## src/design/rdsc_pkg.sv

```systemverilog
// ----------------------------------------------------------------------------
// rdsc_pkg: shared types and helpers for the dual-sum image checksum fixer
// Widths, register map, reset values, check-range and check-value functions.
// ----------------------------------------------------------------------------
package rdsc_pkg;

    // field widths
    localparam int ADDR_BITS   = 24;
    localparam int WORD_BITS   = 32;
    localparam int IN_TDATA_W  = ((WORD_BITS + ADDR_BITS + 7) / 8) * 8;
    localparam int OUT_TDATA_W = 2 * WORD_BITS;
    localparam int OUT_TUSER_W = 3;

    // configuration port
    localparam int APB_ADDR_W = 4;
    localparam int APB_DATA_W = 32;

    // register indexes (paddr[3:2])
    localparam logic [1:0] REG_BALANCE_ADDRESS = 2'd0;
    localparam logic [1:0] REG_SUM_TARGET      = 2'd1;
    localparam logic [1:0] REG_CHECK_ADDRESS   = 2'd2;

    // register reset values
    localparam logic [ADDR_BITS-1:0] BALANCE_ADDRESS_RST = ADDR_BITS'(32'h0000_8020);
    localparam logic [WORD_BITS-1:0] SUM_TARGET_RST      = 32'h5aa5_a55a;
    localparam logic [ADDR_BITS-1:0] CHECK_ADDRESS_RST   = ADDR_BITS'(32'h0000_8000);

    // last byte offset of the two check words
    localparam int CHECK_SPAN = 7;

    typedef struct packed {
        logic [ADDR_BITS-1:0] balance_address;
        logic [WORD_BITS-1:0] sum_target;
        logic [ADDR_BITS-1:0] check_address;
    } cfg_t;

    typedef struct packed {
        logic [WORD_BITS-1:0] region_sum;
        logic [WORD_BITS-1:0] checked_sum;
        logic [WORD_BITS-1:0] stored_balance;
        logic [WORD_BITS-1:0] stored_check;
    } sums_t;

    // address lies in the eight-byte check range, no wrap at the top
    function automatic logic in_check_range(input logic [ADDR_BITS-1:0] addr,
                                            input logic [ADDR_BITS-1:0] base);
        logic [ADDR_BITS:0] hi;
        hi = {1'b0, base} + (ADDR_BITS + 1)'(CHECK_SPAN);
        return (addr >= base) && ({1'b0, addr} <= hi);
    endfunction

    // upper bytes are 0xff minus the byte, low byte is 0x100 minus the byte
    function automatic logic [WORD_BITS-1:0] check_value(input logic [WORD_BITS-1:0] s);
        logic [8:0] low;
        low = 9'h100 - {1'b0, s[7:0]};
        return {8'hff - s[31:24], 8'hff - s[23:16], 8'hff - s[15:8], low[7:0]};
    endfunction

endpackage

```

## src/design/rdsc_cfg.sv

```systemverilog
// ----------------------------------------------------------------------------
// rdsc_cfg: configuration registers
// APB-style register file holding balance address, sum target, check address.
// ----------------------------------------------------------------------------
module rdsc_cfg (
    input  logic                            clk,
    input  logic                            rst_n,
    input  logic                            psel,
    input  logic                            penable,
    input  logic                            pwrite,
    input  logic [rdsc_pkg::APB_ADDR_W-1:0] paddr,
    input  logic [rdsc_pkg::APB_DATA_W-1:0] pwdata,
    output logic [rdsc_pkg::APB_DATA_W-1:0] prdata,
    output logic                            pready,
    output rdsc_pkg::cfg_t                  cfg
);
    import rdsc_pkg::*;

    cfg_t       cfg_reg;
    cfg_t       cfg_next;
    logic       wr_en;
    logic [1:0] reg_idx;

    assign pready  = 1'b1;
    assign wr_en   = psel && penable && pwrite && pready;
    assign reg_idx = paddr[3:2];
    assign cfg     = cfg_reg;

    // write decode
    always_comb
    begin
        cfg_next = cfg_reg;
        if (wr_en)
        begin
            unique case (reg_idx)
                REG_BALANCE_ADDRESS: cfg_next.balance_address = pwdata[ADDR_BITS-1:0];
                REG_SUM_TARGET:      cfg_next.sum_target      = pwdata[WORD_BITS-1:0];
                REG_CHECK_ADDRESS:   cfg_next.check_address   = pwdata[ADDR_BITS-1:0];
                default:             cfg_next = cfg_reg;
            endcase
        end
    end

    always_ff @(posedge clk or negedge rst_n)
    begin
        if (!rst_n)
        begin
            cfg_reg.balance_address <= BALANCE_ADDRESS_RST;
            cfg_reg.sum_target      <= SUM_TARGET_RST;
            cfg_reg.check_address   <= CHECK_ADDRESS_RST;
        end
        else
        begin
            cfg_reg <= cfg_next;
        end
    end

    // read mux
    always_comb
    begin
        unique case (reg_idx)
            REG_BALANCE_ADDRESS: prdata = APB_DATA_W'(cfg_reg.balance_address);
            REG_SUM_TARGET:      prdata = APB_DATA_W'(cfg_reg.sum_target);
            REG_CHECK_ADDRESS:   prdata = APB_DATA_W'(cfg_reg.check_address);
            default:             prdata = '0;
        endcase
    end

endmodule

```

## src/design/rdsc_accum.sv

```systemverilog
// ----------------------------------------------------------------------------
// rdsc_accum: input register and running sums
// Registers each word with its address compares, then folds it into the two
// sums and the captured words; on the last word the totals move to a hand-off
// register and the sums clear.
// ----------------------------------------------------------------------------
module rdsc_accum (
    input  logic                            clk,
    input  logic                            rst_n,
    input  logic                            s_tvalid,
    output logic                            s_tready,
    input  logic [rdsc_pkg::IN_TDATA_W-1:0] s_tdata,
    input  logic                            s_tlast,
    input  rdsc_pkg::cfg_t                  cfg,
    output logic                            fin_valid,
    input  logic                            fin_ready,
    output rdsc_pkg::sums_t                 fin_sums
);
    import rdsc_pkg::*;

    logic [WORD_BITS-1:0] in_word;
    logic [ADDR_BITS-1:0] in_addr;

    // input stage
    logic                 in_valid_reg, in_valid_next;
    logic [WORD_BITS-1:0] word_reg;
    logic                 last_reg;
    logic                 ge_bal_reg;
    logic                 in_chk_reg;
    logic                 eq_bal_reg;
    logic                 eq_chk_reg;

    // running state and hand-off
    sums_t acc_reg, acc_next, acc_upd;
    logic  fin_valid_reg, fin_valid_next;
    sums_t fin_sums_reg;

    logic accept;
    logic hand_ready;
    logic consume;

    assign in_word = s_tdata[WORD_BITS-1:0];
    assign in_addr = s_tdata[WORD_BITS +: ADDR_BITS];

    // a non-last word never waits; a last word waits for the hand-off slot
    assign hand_ready = !fin_valid_reg || fin_ready;
    assign consume    = in_valid_reg && (!last_reg || hand_ready);
    assign s_tready   = !in_valid_reg || consume;
    assign accept     = s_tvalid && s_tready;

    assign in_valid_next  = accept || (in_valid_reg && !consume);
    assign fin_valid_next = (consume && last_reg) || (fin_valid_reg && !fin_ready);

    // sums and captures with the registered word folded in
    always_comb
    begin
        acc_upd = acc_reg;
        if (ge_bal_reg)
        begin
            acc_upd.region_sum = acc_reg.region_sum + word_reg;
        end
        if (!in_chk_reg)
        begin
            acc_upd.checked_sum = acc_reg.checked_sum + word_reg;
        end
        if (eq_bal_reg)
        begin
            acc_upd.stored_balance = word_reg;
        end
        if (eq_chk_reg)
        begin
            acc_upd.stored_check = word_reg;
        end
    end

    always_comb
    begin
        acc_next = acc_reg;
        if (consume)
        begin
            acc_next = last_reg ? '0 : acc_upd;
        end
    end

    always_ff @(posedge clk or negedge rst_n)
    begin
        if (!rst_n)
        begin
            in_valid_reg  <= 1'b0;
            fin_valid_reg <= 1'b0;
            acc_reg       <= '0;
        end
        else
        begin
            in_valid_reg  <= in_valid_next;
            fin_valid_reg <= fin_valid_next;
            acc_reg       <= acc_next;
        end
    end

    // payload registers
    always_ff @(posedge clk)
    begin
        if (accept)
        begin
            word_reg   <= in_word;
            last_reg   <= s_tlast;
            ge_bal_reg <= in_addr >= cfg.balance_address;
            in_chk_reg <= in_check_range(in_addr, cfg.check_address);
            eq_bal_reg <= in_addr == cfg.balance_address;
            eq_chk_reg <= in_addr == cfg.check_address;
        end
        if (consume && last_reg)
        begin
            fin_sums_reg <= acc_upd;
        end
    end

    assign fin_valid = fin_valid_reg;
    assign fin_sums  = fin_sums_reg;

endmodule

```

## src/design/rdsc_finish.sv

```systemverilog
// ----------------------------------------------------------------------------
// rdsc_finish: result forming and output register
// Corrects the balance word, checks and recomputes the check word, and holds
// the result until the downstream side takes it.
// ----------------------------------------------------------------------------
module rdsc_finish (
    input  logic                             clk,
    input  logic                             rst_n,
    input  rdsc_pkg::cfg_t                   cfg,
    input  logic                             fin_valid,
    output logic                             fin_ready,
    input  rdsc_pkg::sums_t                  fin_sums,
    output logic                             m_tvalid,
    input  logic                             m_tready,
    output logic [rdsc_pkg::OUT_TDATA_W-1:0] m_tdata,
    output logic [rdsc_pkg::OUT_TUSER_W-1:0] m_tuser
);
    import rdsc_pkg::*;

    logic [WORD_BITS-1:0] diff;
    logic [WORD_BITS-1:0] new_bal;
    logic [WORD_BITS-1:0] computed;
    logic [WORD_BITS-1:0] resum;
    logic [WORD_BITS-1:0] chk;
    logic                 bfix;
    logic                 cfix;
    logic                 bal_in_chk;

    logic                   m_tvalid_reg, m_tvalid_next;
    logic [OUT_TDATA_W-1:0] m_tdata_reg;
    logic [OUT_TUSER_W-1:0] m_tuser_reg;
    logic                   load;

    // balance correction
    assign diff    = cfg.sum_target - fin_sums.region_sum;
    assign new_bal = fin_sums.stored_balance + diff;
    assign bfix    = fin_sums.region_sum != cfg.sum_target;

    // check word: keep the stored one if it matches, else recompute
    assign computed   = check_value(fin_sums.checked_sum);
    assign cfix       = computed != fin_sums.stored_check;
    assign bal_in_chk = in_check_range(cfg.balance_address, cfg.check_address);
    assign resum      = bal_in_chk ? fin_sums.checked_sum : fin_sums.checked_sum + diff;
    assign chk        = cfix ? check_value(resum) : fin_sums.stored_check;

    // output register handshake
    assign fin_ready     = !m_tvalid_reg || m_tready;
    assign load          = fin_valid && fin_ready;
    assign m_tvalid_next = fin_valid || (m_tvalid_reg && !m_tready);

    always_ff @(posedge clk or negedge rst_n)
    begin
        if (!rst_n)
        begin
            m_tvalid_reg <= 1'b0;
        end
        else
        begin
            m_tvalid_reg <= m_tvalid_next;
        end
    end

    always_ff @(posedge clk)
    begin
        if (load)
        begin
            m_tdata_reg <= {chk, new_bal};
            m_tuser_reg <= {!bfix && !cfix, cfix, bfix};
        end
    end

    assign m_tvalid = m_tvalid_reg;
    assign m_tdata  = m_tdata_reg;
    assign m_tuser  = m_tuser_reg;

endmodule

```

## src/design/rom_dual_sum_checksum_fixer.sv

```systemverilog
// ----------------------------------------------------------------------------
// rom_dual_sum_checksum_fixer: dual-sum image checksum checker and fixer
// Streams image words, keeps two sums and gives a fixed balance and check word.
// ----------------------------------------------------------------------------
// The block takes one image word per clock, every cycle, with no stall while
// the output is free: s_tready only drops when the output and hand-off
// registers both hold unread results and a further last word sits in the
// input register. A non-last word gives no result. A last word gives its
// result on m_tdata/m_tuser through the input register, hand-off register
// and output register in turn; the sums clear with it, so the first word
// of the next image may follow in the next cycle.
// Configuration registers should only be written while no image is in flight.
module rom_dual_sum_checksum_fixer (
    input  logic                             clk,
    input  logic                             rst_n,
    // image word stream
    input  logic                             s_tvalid,
    output logic                             s_tready,
    input  logic [rdsc_pkg::IN_TDATA_W-1:0]  s_tdata,   // rom_word, word_address
    input  logic                             s_tlast,   // last_word
    // result stream
    output logic                             m_tvalid,
    input  logic                             m_tready,
    output logic [rdsc_pkg::OUT_TDATA_W-1:0] m_tdata,   // balance_word, check_word
    output logic [rdsc_pkg::OUT_TUSER_W-1:0] m_tuser,   // balance_fixed, check_fixed,
                                                        // image_ok
    // configuration port
    input  logic                             psel,
    input  logic                             penable,
    input  logic                             pwrite,
    input  logic [rdsc_pkg::APB_ADDR_W-1:0]  paddr,
    input  logic [rdsc_pkg::APB_DATA_W-1:0]  pwdata,
    output logic [rdsc_pkg::APB_DATA_W-1:0]  prdata,
    output logic                             pready
);
    import rdsc_pkg::*;

    cfg_t  cfg;
    logic  fin_valid;
    logic  fin_ready;
    sums_t fin_sums;

    // configuration registers
    rdsc_cfg u_cfg (
        .clk     (clk),
        .rst_n   (rst_n),
        .psel    (psel),
        .penable (penable),
        .pwrite  (pwrite),
        .paddr   (paddr),
        .pwdata  (pwdata),
        .prdata  (prdata),
        .pready  (pready),
        .cfg     (cfg)
    );

    // input register and running sums
    rdsc_accum u_accum (
        .clk       (clk),
        .rst_n     (rst_n),
        .s_tvalid  (s_tvalid),
        .s_tready  (s_tready),
        .s_tdata   (s_tdata),
        .s_tlast   (s_tlast),
        .cfg       (cfg),
        .fin_valid (fin_valid),
        .fin_ready (fin_ready),
        .fin_sums  (fin_sums)
    );

    // result forming and output register
    rdsc_finish u_finish (
        .clk       (clk),
        .rst_n     (rst_n),
        .cfg       (cfg),
        .fin_valid (fin_valid),
        .fin_ready (fin_ready),
        .fin_sums  (fin_sums),
        .m_tvalid  (m_tvalid),
        .m_tready  (m_tready),
        .m_tdata   (m_tdata),
        .m_tuser   (m_tuser)
    );

    // input only backs up behind a waiting hand-off
    a_stall_needs_result: assert property (@(posedge clk) disable iff (!rst_n)
        !s_tready |-> fin_valid)
        else $error("input stalled with no result pending");

    // a new result on the output comes from a hand-off
    a_result_source: assert property (@(posedge clk) disable iff (!rst_n)
        $rose(m_tvalid) |-> $past(fin_valid))
        else $error("result appeared without a hand-off");

    // image_ok means neither fix was applied
    a_ok_flag: assert property (@(posedge clk) disable iff (!rst_n)
        m_tvalid |-> (m_tuser[2] == !(m_tuser[0] || m_tuser[1])))
        else $error("image_ok inconsistent with fix flags");

    // a pending hand-off holds while the output is blocked
    a_handoff_hold: assert property (@(posedge clk) disable iff (!rst_n)
        fin_valid && !fin_ready |=> fin_valid && $stable(fin_sums))
        else $error("hand-off lost while output blocked");

endmodule

```

## config.mk

```make
export PLATFORM = sky130hd
export DESIGN_NAME = rom_dual_sum_checksum_fixer
export DESIGN_NICKNAME = d
export VERILOG_FILES = /design/src/design/rdsc_pkg.sv /design/src/design/rdsc_cfg.sv /design/src/design/rdsc_accum.sv /design/src/design/rdsc_finish.sv /design/src/design/rom_dual_sum_checksum_fixer.sv
export SDC_FILE = /design/constraint.sdc
export NUM_CORES = 1
export LEC_CHECK = 0
export BUFFER_PORTS_ARGS = -buffer_cell sky130_fd_sc_hd__buf_2
export CAP_MARGIN = 20
export CORE_MARGIN = 4
export CORE_UTILIZATION = 50
export DETAILED_ROUTE_END_ITERATION = 12
export GPL_ROUTABILITY_DRIVEN = 0
export PLACE_DENSITY = 0.72
export SYNTH_ARGS = -nofsm -noshare
export SYNTH_HDL_FRONTEND = slang
export SYNTH_SLANG_ARGS = --single-unit
export TNS_END_PERCENT = 30
```

## constraint.sdc

```tcl
create_clock -name clk -period 12.1 [get_ports clk]
set_input_delay 1.815 -clock clk [delete_from_list [all_inputs] [get_ports clk]]
set_output_delay 1.815 -clock clk [all_outputs]
set_load 0.01 [all_outputs]
```

==> flow_metrics.py, run 1 <==
metrics = {
    "run_status": {
        "status": "completed",
    },
    "synth": {
        "synth_area_leader_cell": "edfxtp_1",
        "synthCells": 2920,
        "syn_area_mm2": 0.0293,
        "ys_seq_area_share_pct": 41.9,
        "syn_avg_cell_area_um2": 10.0,
        "ys_top_cells_by_area": "edfxtp_1 24%, dfrtp_1 16%, ha_1 12%, mux2_2 6.1%, nand2_1 4.7%",
        "synth_edf_count": 232,
        "synth_fa_ha_area_share_pct": 12.1,
        "synth_seq_cells": 443,
        "synthXorXnorAreaFrac_pct": 6.01,
        "synth_warnings": 0,
        "synth_compound_area_share_pct": 15.2,
        "netlist.area_leader.share_pct": 23.8,
        "synth_fp_nets": 3299,
        "synthMuxAreaShare_pct": 7.31,
        "synth-simple-area-share_pct": 14.4,
        "synth_flop_cell": "edfxtp_1",
        "synth_top_family_by_area": "compound AO/OA/AOI/OAI gates",
        "synth_cell_types": 74,
        "synthArstFlopShare_pct": 47.6,
    },
    "die": {
        "start_util_pct": 50.7,
        "pin_count": 202,
        "die_area_mm2": 0.0625,
        "rows": 88,
        "coreArea_mm2": 0.0578,
        "die_w_um": 250,
        "die_h_um": 250,
    },
    "power": {
        "p_total_mw": 7.71,
        "p_per_area_mw_per_mm2": 235,
        "p_leak_nw": 14.5,
        "ir_drop_mv": 0.113,
    },
    "final_layout": {
        "nNetsFinal": 3468,
        "drive_above_1_share_pct": 15.7,
        "insertedDiodeCount": 0,
        "stdcell_count": 3895,
        "syn_to_final_growth_pct": 11.9,
    },
    "timing": {
        "slew_headroom_pct": 3.54,
        "finClkSkew_ns": 0.0403,
        "setup-tns-final_ns": 0,
        "min_period_ns": 6.37,
        "hold_viol_final": 0,
        "finalSetupViolCount": 0,
        "worstMarginPinSlew_ns": 1.41,
        "fmax_mhz": 157,
        "maxSlewViolCount": 0,
        "rsz0062_at_grt": "false",
        "whs_ns": 0.462,
        "post-route-period-util_pct": 52.6,
    },
    "min_path": {
        "min_from": "u_accum.acc_reg[55]",
        "hold_path.class": "reg2reg",
    },
    "worst_setup_path": {
        "end_kind": "flop",
        "arrival_ns": 6.75,
        "r2r_start": "u_cfg.cfg[24]",
        "start_kind": "flop",
        "r2r_slack_ns": 5.73,
        "cp.required_ns": 12.48,
        "crit_type": "reg2reg",
        "startpoint": "u_cfg.cfg[24]",
        "crit_fanout": 7,
    },
    "cts": {
        "path_clk_slew_ns": 0.06,
        "cts.sinks": 443,
        "numCtsBuffers": 49,
        "htreeDepth": 2,
        "ctsRootBufferMaster": "clkbuf_16",
        "clockBufferDepth": 3,
        "post_cts_buffers": 0,
        "cts_hold_buffers": 0,
        "cts_tree": "yes",
        "worstSkewPairLatency_ns": 0.64,
        "cts_resized": 0,
    },
    "detailed_routing": {
        "wire_per_inst_um": 22.7,
        "met1_length_um": 36200,
        "firstDrtPassIters": 5,
        "drc_errors": 0,
        "via_per_inst": 6.13,
        "first_iter_violations": 2624,
        "dr_wl_met2_um": 38600,
        "highest_layer": "met5",
        "met3_length_um": 8540,
        "wirelength_um": 88400,
        "drtAntennaViolNets": 0,
        "vias": 23882,
    },
    "job": {
        "drv_cap": 0,
    },
    "placement": {
        "port_buffers": 198,
        "dp_hpwl_um": 65900,
        "place_inst": 3802,
    },
    "grt": {
        "grt_overflow": 0,
        "antenna_found_initial": 5,
        "grt_max_degree": 123,
        "grt_pass1_vias": 22810,
        "grt_pass1_wl_um": 133000,
        "grtUsageTotal_pct": 27.2,
    },
}
final cells by class:
cell class,count,area (µm²)
fillers,4912,25000
multi-input cells,2245,16200
flip-flops and latches,443,12300
clock buffers,70,1390
repair buffers,216,1150
well taps,765,957
inverters,134,503
clock inverters,22,337
cells in the final DEF (no fill, tap or decap), types with 13 or more instances in the layout:
cell type / Yosys / routed
buf_4: 5 / 17
inv_1: 134 / 134
nand3b_1: 74 / 74
o21bai_1: 27 / 27
o21a_1: 37 / 37
dfstp_2: 19 / 19
xnor2_1: 131 / 131
a21oi_1: 181 / 181
ha_1: 274 / 274
a211oi_1: 23 / 23
o21ai_0: 188 / 188
a22o_1: 45 / 45
nand4_1: 51 / 51
buf_2: 1 / 197
nor2_1: 141 / 140
nor3_1: 38 / 38
and3_1: 14 / 13
clkbuf_16: 0 / 50
and2_1: 20 / 19
nand3_1: 46 / 46
o31ai_1: 18 / 18
mux2_2: 158 / 158
nand2b_1: 31 / 31
mux2i_1: 36 / 36
a21o_1: 81 / 81
xor2_1: 70 / 70
dfrtp_1: 192 / 191
clkbuf_1: 74 / 14
o211ai_1: 20 / 20
edfxtp_1: 232 / 232
nand2_1: 368 / 367
nor2b_1: 34 / 33
layer usage:
metal  up-vias  global-route usage (%)
li1      10975                       -
met1     11486                    36.4
met2      1146                    41.7
met3       271                    6.13
met4         4                    13.7
met5         -                       0
cell usage after synthesis (11+ instances only):
| master | n |
|---|---|
| nor3b_1 | 11 |
| nor2_1 | 141 |
| dfrtp_1 | 192 |
| inv_1 | 134 |
| nor2b_1 | 34 |
| o21bai_1 | 27 |
| o31ai_1 | 18 |
| a31oi_1 | 12 |
| a22o_1 | 45 |
| clkbuf_1 | 74 |
| nand3_1 | 46 |
| a21oi_1 | 181 |
| nor3_1 | 38 |
| mux2_2 | 158 |
| edfxtp_1 | 232 |
| mux2i_1 | 36 |
| nand2_1 | 368 |
| nand2b_1 | 31 |
| dfstp_2 | 19 |
| o21ai_0 | 188 |
| nand3b_1 | 74 |
| and3_1 | 14 |
| nand4_1 | 51 |
| a21o_1 | 81 |
| o211ai_1 | 20 |
| and2_1 | 20 |
| o21a_1 | 37 |
| a211oi_1 | 23 |
| xor2_1 | 70 |
| ha_1 | 274 |
| buf_1 | 17 |
| xnor2_1 | 131 |
where the power goes:
part	internal (mW)	switching, mW	total (mW)
Combinational	1.55	2.26	3.81
Sequential	2.06	0.268	2.32
Clock	0.919	0.657	1.58
Total	4.53	3.18	7.71
worst paths after layout:
check,cells after the start,to
setup / recovery,25,u_finish.m_tdata[30]
hold / removal,2,u_accum.acc_reg[55]
setup reg to reg,25,u_finish.m_tdata[30]
hold reg to reg,2,u_accum.acc_reg[55]
max in group asynchronous,3,u_accum.in_valid_reg
min in group asynchronous,1,u_cfg.cfg[19]
critical path, stage by stage (launching register included):
cell and delay, ns:
dfrtp_1 0.38, inv_1 0.12, ha_1 0.20, inv_1 0.06
fa_1 0.41, a21o_1 0.18, a21oi_1 0.23, o21bai_1 0.09
a21oi_1 0.28, a21oi_1 0.21, nand2_1 0.10, o21ai_0 0.09
a21oi_1 0.27, o21bai_1 0.12, xor2_1 0.42, ha_1 0.41
nand4_1 0.16, nor2_1 0.08, and2_1 0.16, nand3_1 0.08
nor3b_1 0.60, o21ai_0 0.27, o41ai_1 0.68, o211ai_1 0.19
a21oi_1 0.23, xnor2_1 0.11
cells by family (layout without fill, tap and decap cells):
family	Yosys count	after routing
buffers and inverters	232	442
flip-flops	443	443
AO/OA/AOI/OAI	698	698
other	1	1
XOR/XNOR	201	201
AND/OR/NAND/NOR	872	872
multiplexers	194	194
adder cells (fa/ha/maj)	279	279
per-stage QoR:
step / worst slack [ns] / util, % / cell area [µm²]
floorplan: 6.59 / - / 29300
global placement: 6.03 / 53.7 / 31000
detailed placement: 5.81 / 53.7 / 31000
CTS: 5.78 / 56.6 / 32700
global route: 5.33 / 56.7 / 32800
finish: 5.73 / 56.7 / 32800
Power figures use the tool's default switching activity.
==> run 2: changes to the inputs <==
- PLACE_DENSITY: 0.72 -> 0.75
- clock period: 12.1 -> 5.3 ns (I/O delays scaled with it)
==> run 2 against run 1 <==
  * Critical endpoint is now u_finish.m_tdata[31]
  * Hold slack got worse by 0.31 ns
  * Core utilization increased by 1.4 points
  * Critical path type unchanged
  * Register-to-register slack got worse by 5.6 ns
  * Wire length decreased by 1.3%
  * Flip-flop and latch count unchanged
  * Sequential power increased by 130%
  * Largest cell class unchanged
==> flow_metrics.py, run 2 (synthesis results as in run 1) <==
metrics = {
    "power": {
        "p_per_area_mw_per_mm2": 542,
        "ir_drop_mv": 0.303,
        "p_total_mw": 18.2,
        "p_leak_nw": 14.9,
    },
    "cts": {
        "clockBufferDepth": 3,
        "htreeDepth": 2,
        "cts_tree": "yes",
        "path_clk_slew_ns": 0.06,
        "cts.sinks": 443,
        "numCtsBuffers": 51,
        "worstSkewPairLatency_ns": 0.61,
        "ctsRootBufferMaster": "clkbuf_16",
    },
    "detailed_routing": {
        "via_per_inst": 5.99,
        "wire_per_inst_um": 21.9,
        "drc_errors": 0,
        "firstDrtPassIters": 6,
        "drtAntennaViolNets": 0,
        "wirelength_um": 87200,
        "first_iter_violations": 2380,
        "vias": 23788,
    },
    "worst_setup_path": {
        "cp.required_ns": 5.65,
        "r2r_end": "u_finish.m_tdata[31]",
        "end_kind": "flop",
        "r2r_start": "u_cfg.cfg[25]",
        "crit_fanout": 4,
        "crit_type": "reg2reg",
        "r2r_slack_ns": 0.12,
        "worst-r2r-cell-count": 23,
        "start_kind": "flop",
        "arrival_ns": 5.53,
    },
    "grt": {
        "grt_overflow": 0,
        "grtUsageTotal_pct": 26.6,
        "grt_pass1_vias": 22156,
        "antenna_found_initial": 3,
        "grt_pass1_wl_um": 131000,
        "grt_max_degree": 100,
    },
    "run_status": {
        "status": "completed",
    },
    "timing": {
        "finalSetupViolCount": 0,
        "min_period_ns": 5.18,
        "maxSlewViolCount": 0,
        "whs_ns": 0.149,
        "slew_headroom_pct": 32.9,
        "hold_viol_final": 0,
        "setup-tns-final_ns": 0,
        "fin_ws_ns": 0.120,
        "post-route-period-util_pct": 97.7,
        "finClkSkew_ns": 0.0264,
        "worstMarginPinSlew_ns": 1.01,
        "fmax_mhz": 193,
    },
    "job": {
        "drv_cap": 0,
    },
    "final_layout": {
        "mostFrequentLayoutCells": "367 x nand2_1, 271 x ha_1, 232 x edfxtp_1",
        "nNetsFinal": 3543,
        "stdcell_count": 3973,
        "syn_to_final_growth_pct": 14.7,
        "layout_commonest_cell": "nand2_1",
        "drive_above_1_share_pct": 19.2,
        "design_area_mm2": 0.0336,
        "utilization_pct": 58.1,
    },
    "placement": {
        "port_buffers": 198,
        "dp_hpwl_um": 64700,
        "pre_cts_slack_ns": -0.163,
        "place_inst": 3867,
        "dpl-instance-area_mm2": 0.0315,
    },
    "die": {
        "coreArea_mm2": 0.0578,
        "rows": 88,
        "die_h_um": 250,
        "die_w_um": 250,
        "die_area_mm2": 0.0625,
        "pin_count": 202,
        "start_util_pct": 50.7,
    },
    "min_path": {
        "hold_path.class": "in2async",
    },
}
## run 2: what timing repair did
item	4_1_cts	5_1_grt
setup endpoints to repair	7	22
buffers inserted	0	7
endpoints found under the hold margin	0	0
resized for setup	5	55
hold buffers	0	0
pin swaps	2	30
## run 2: area by class of cell
cell class | count | area (µm²)
diodes | 3 | 7.51
clock buffers | 67 | 1400
clock inverters | 27 | 285
fillers | 4855 | 24200
inverters | 134 | 503
multi-input cells | 2245 | 16400
flip-flops and latches | 443 | 12300
well taps | 765 | 957
repair buffers | 289 | 1720
## run 2: power by group
part	internal (mW)	switching (mW)	leakage (nW)
combinational	4.07	5.21	9.22
clock	2.11	1.47	0.807
sequential	4.69	0.632	4.89
total	10.9	7.31	14.9
## run 2: worst max-delay path by stage
stage,endpoint,cells after the start,startpoint
after global routing,u_finish.m_tdata[63],28,u_cfg.cfg[24]
after detailed placement,u_finish.m_tdata[61],26,u_cfg.cfg[24]
after global placement,u_finish.m_tdata[61],26,u_cfg.cfg[24]
after CTS,u_finish.m_tdata[61],26,u_cfg.cfg[24]
final,u_finish.m_tdata[31],23,u_cfg.cfg[25]
after floorplan,u_finish.m_tdata[63],25,u_cfg.cfg[24]
## run 2: layer usage
| metal | wire [µm] | global-route usage (%) | share of wire (%) | up-vias |
|---|---|---|---|---|
| met3 | 8300 | 5.38 | 9.5 | 230 |
| met1 | 36400 | 37.4 | 42 | 11345 |
| met5 | 13 | 0 | 0.015 | - |
| met2 | 38500 | 40.8 | 44 | 1067 |
| met4 | 3960 | 10.4 | 4.5 | 2 |
| li1 | - | - | - | 11144 |
## run 2: worst max-delay path, cell delays in order (launching register included)
cell      delay [ns]
dfstp_2         0.55
buf_4           0.12
ha_1            0.24
nor2b_1         0.16
o31a_1          0.28
o41ai_1         0.30
buf_4           0.20
o211ai_1        0.17
a21oi_2         0.25
o21bai_1        0.13
buf_4           0.15
xor2_1          0.30
ha_1            0.35
nand3_1         0.15
nor2_1          0.07
and2_1          0.16
a21oi_2         0.14
buf_4           0.15
o211ai_1        0.19
a311oi_2        0.34
buf_4           0.16
o21bai_1        0.06
a21o_1          0.19
xnor2_1         0.12
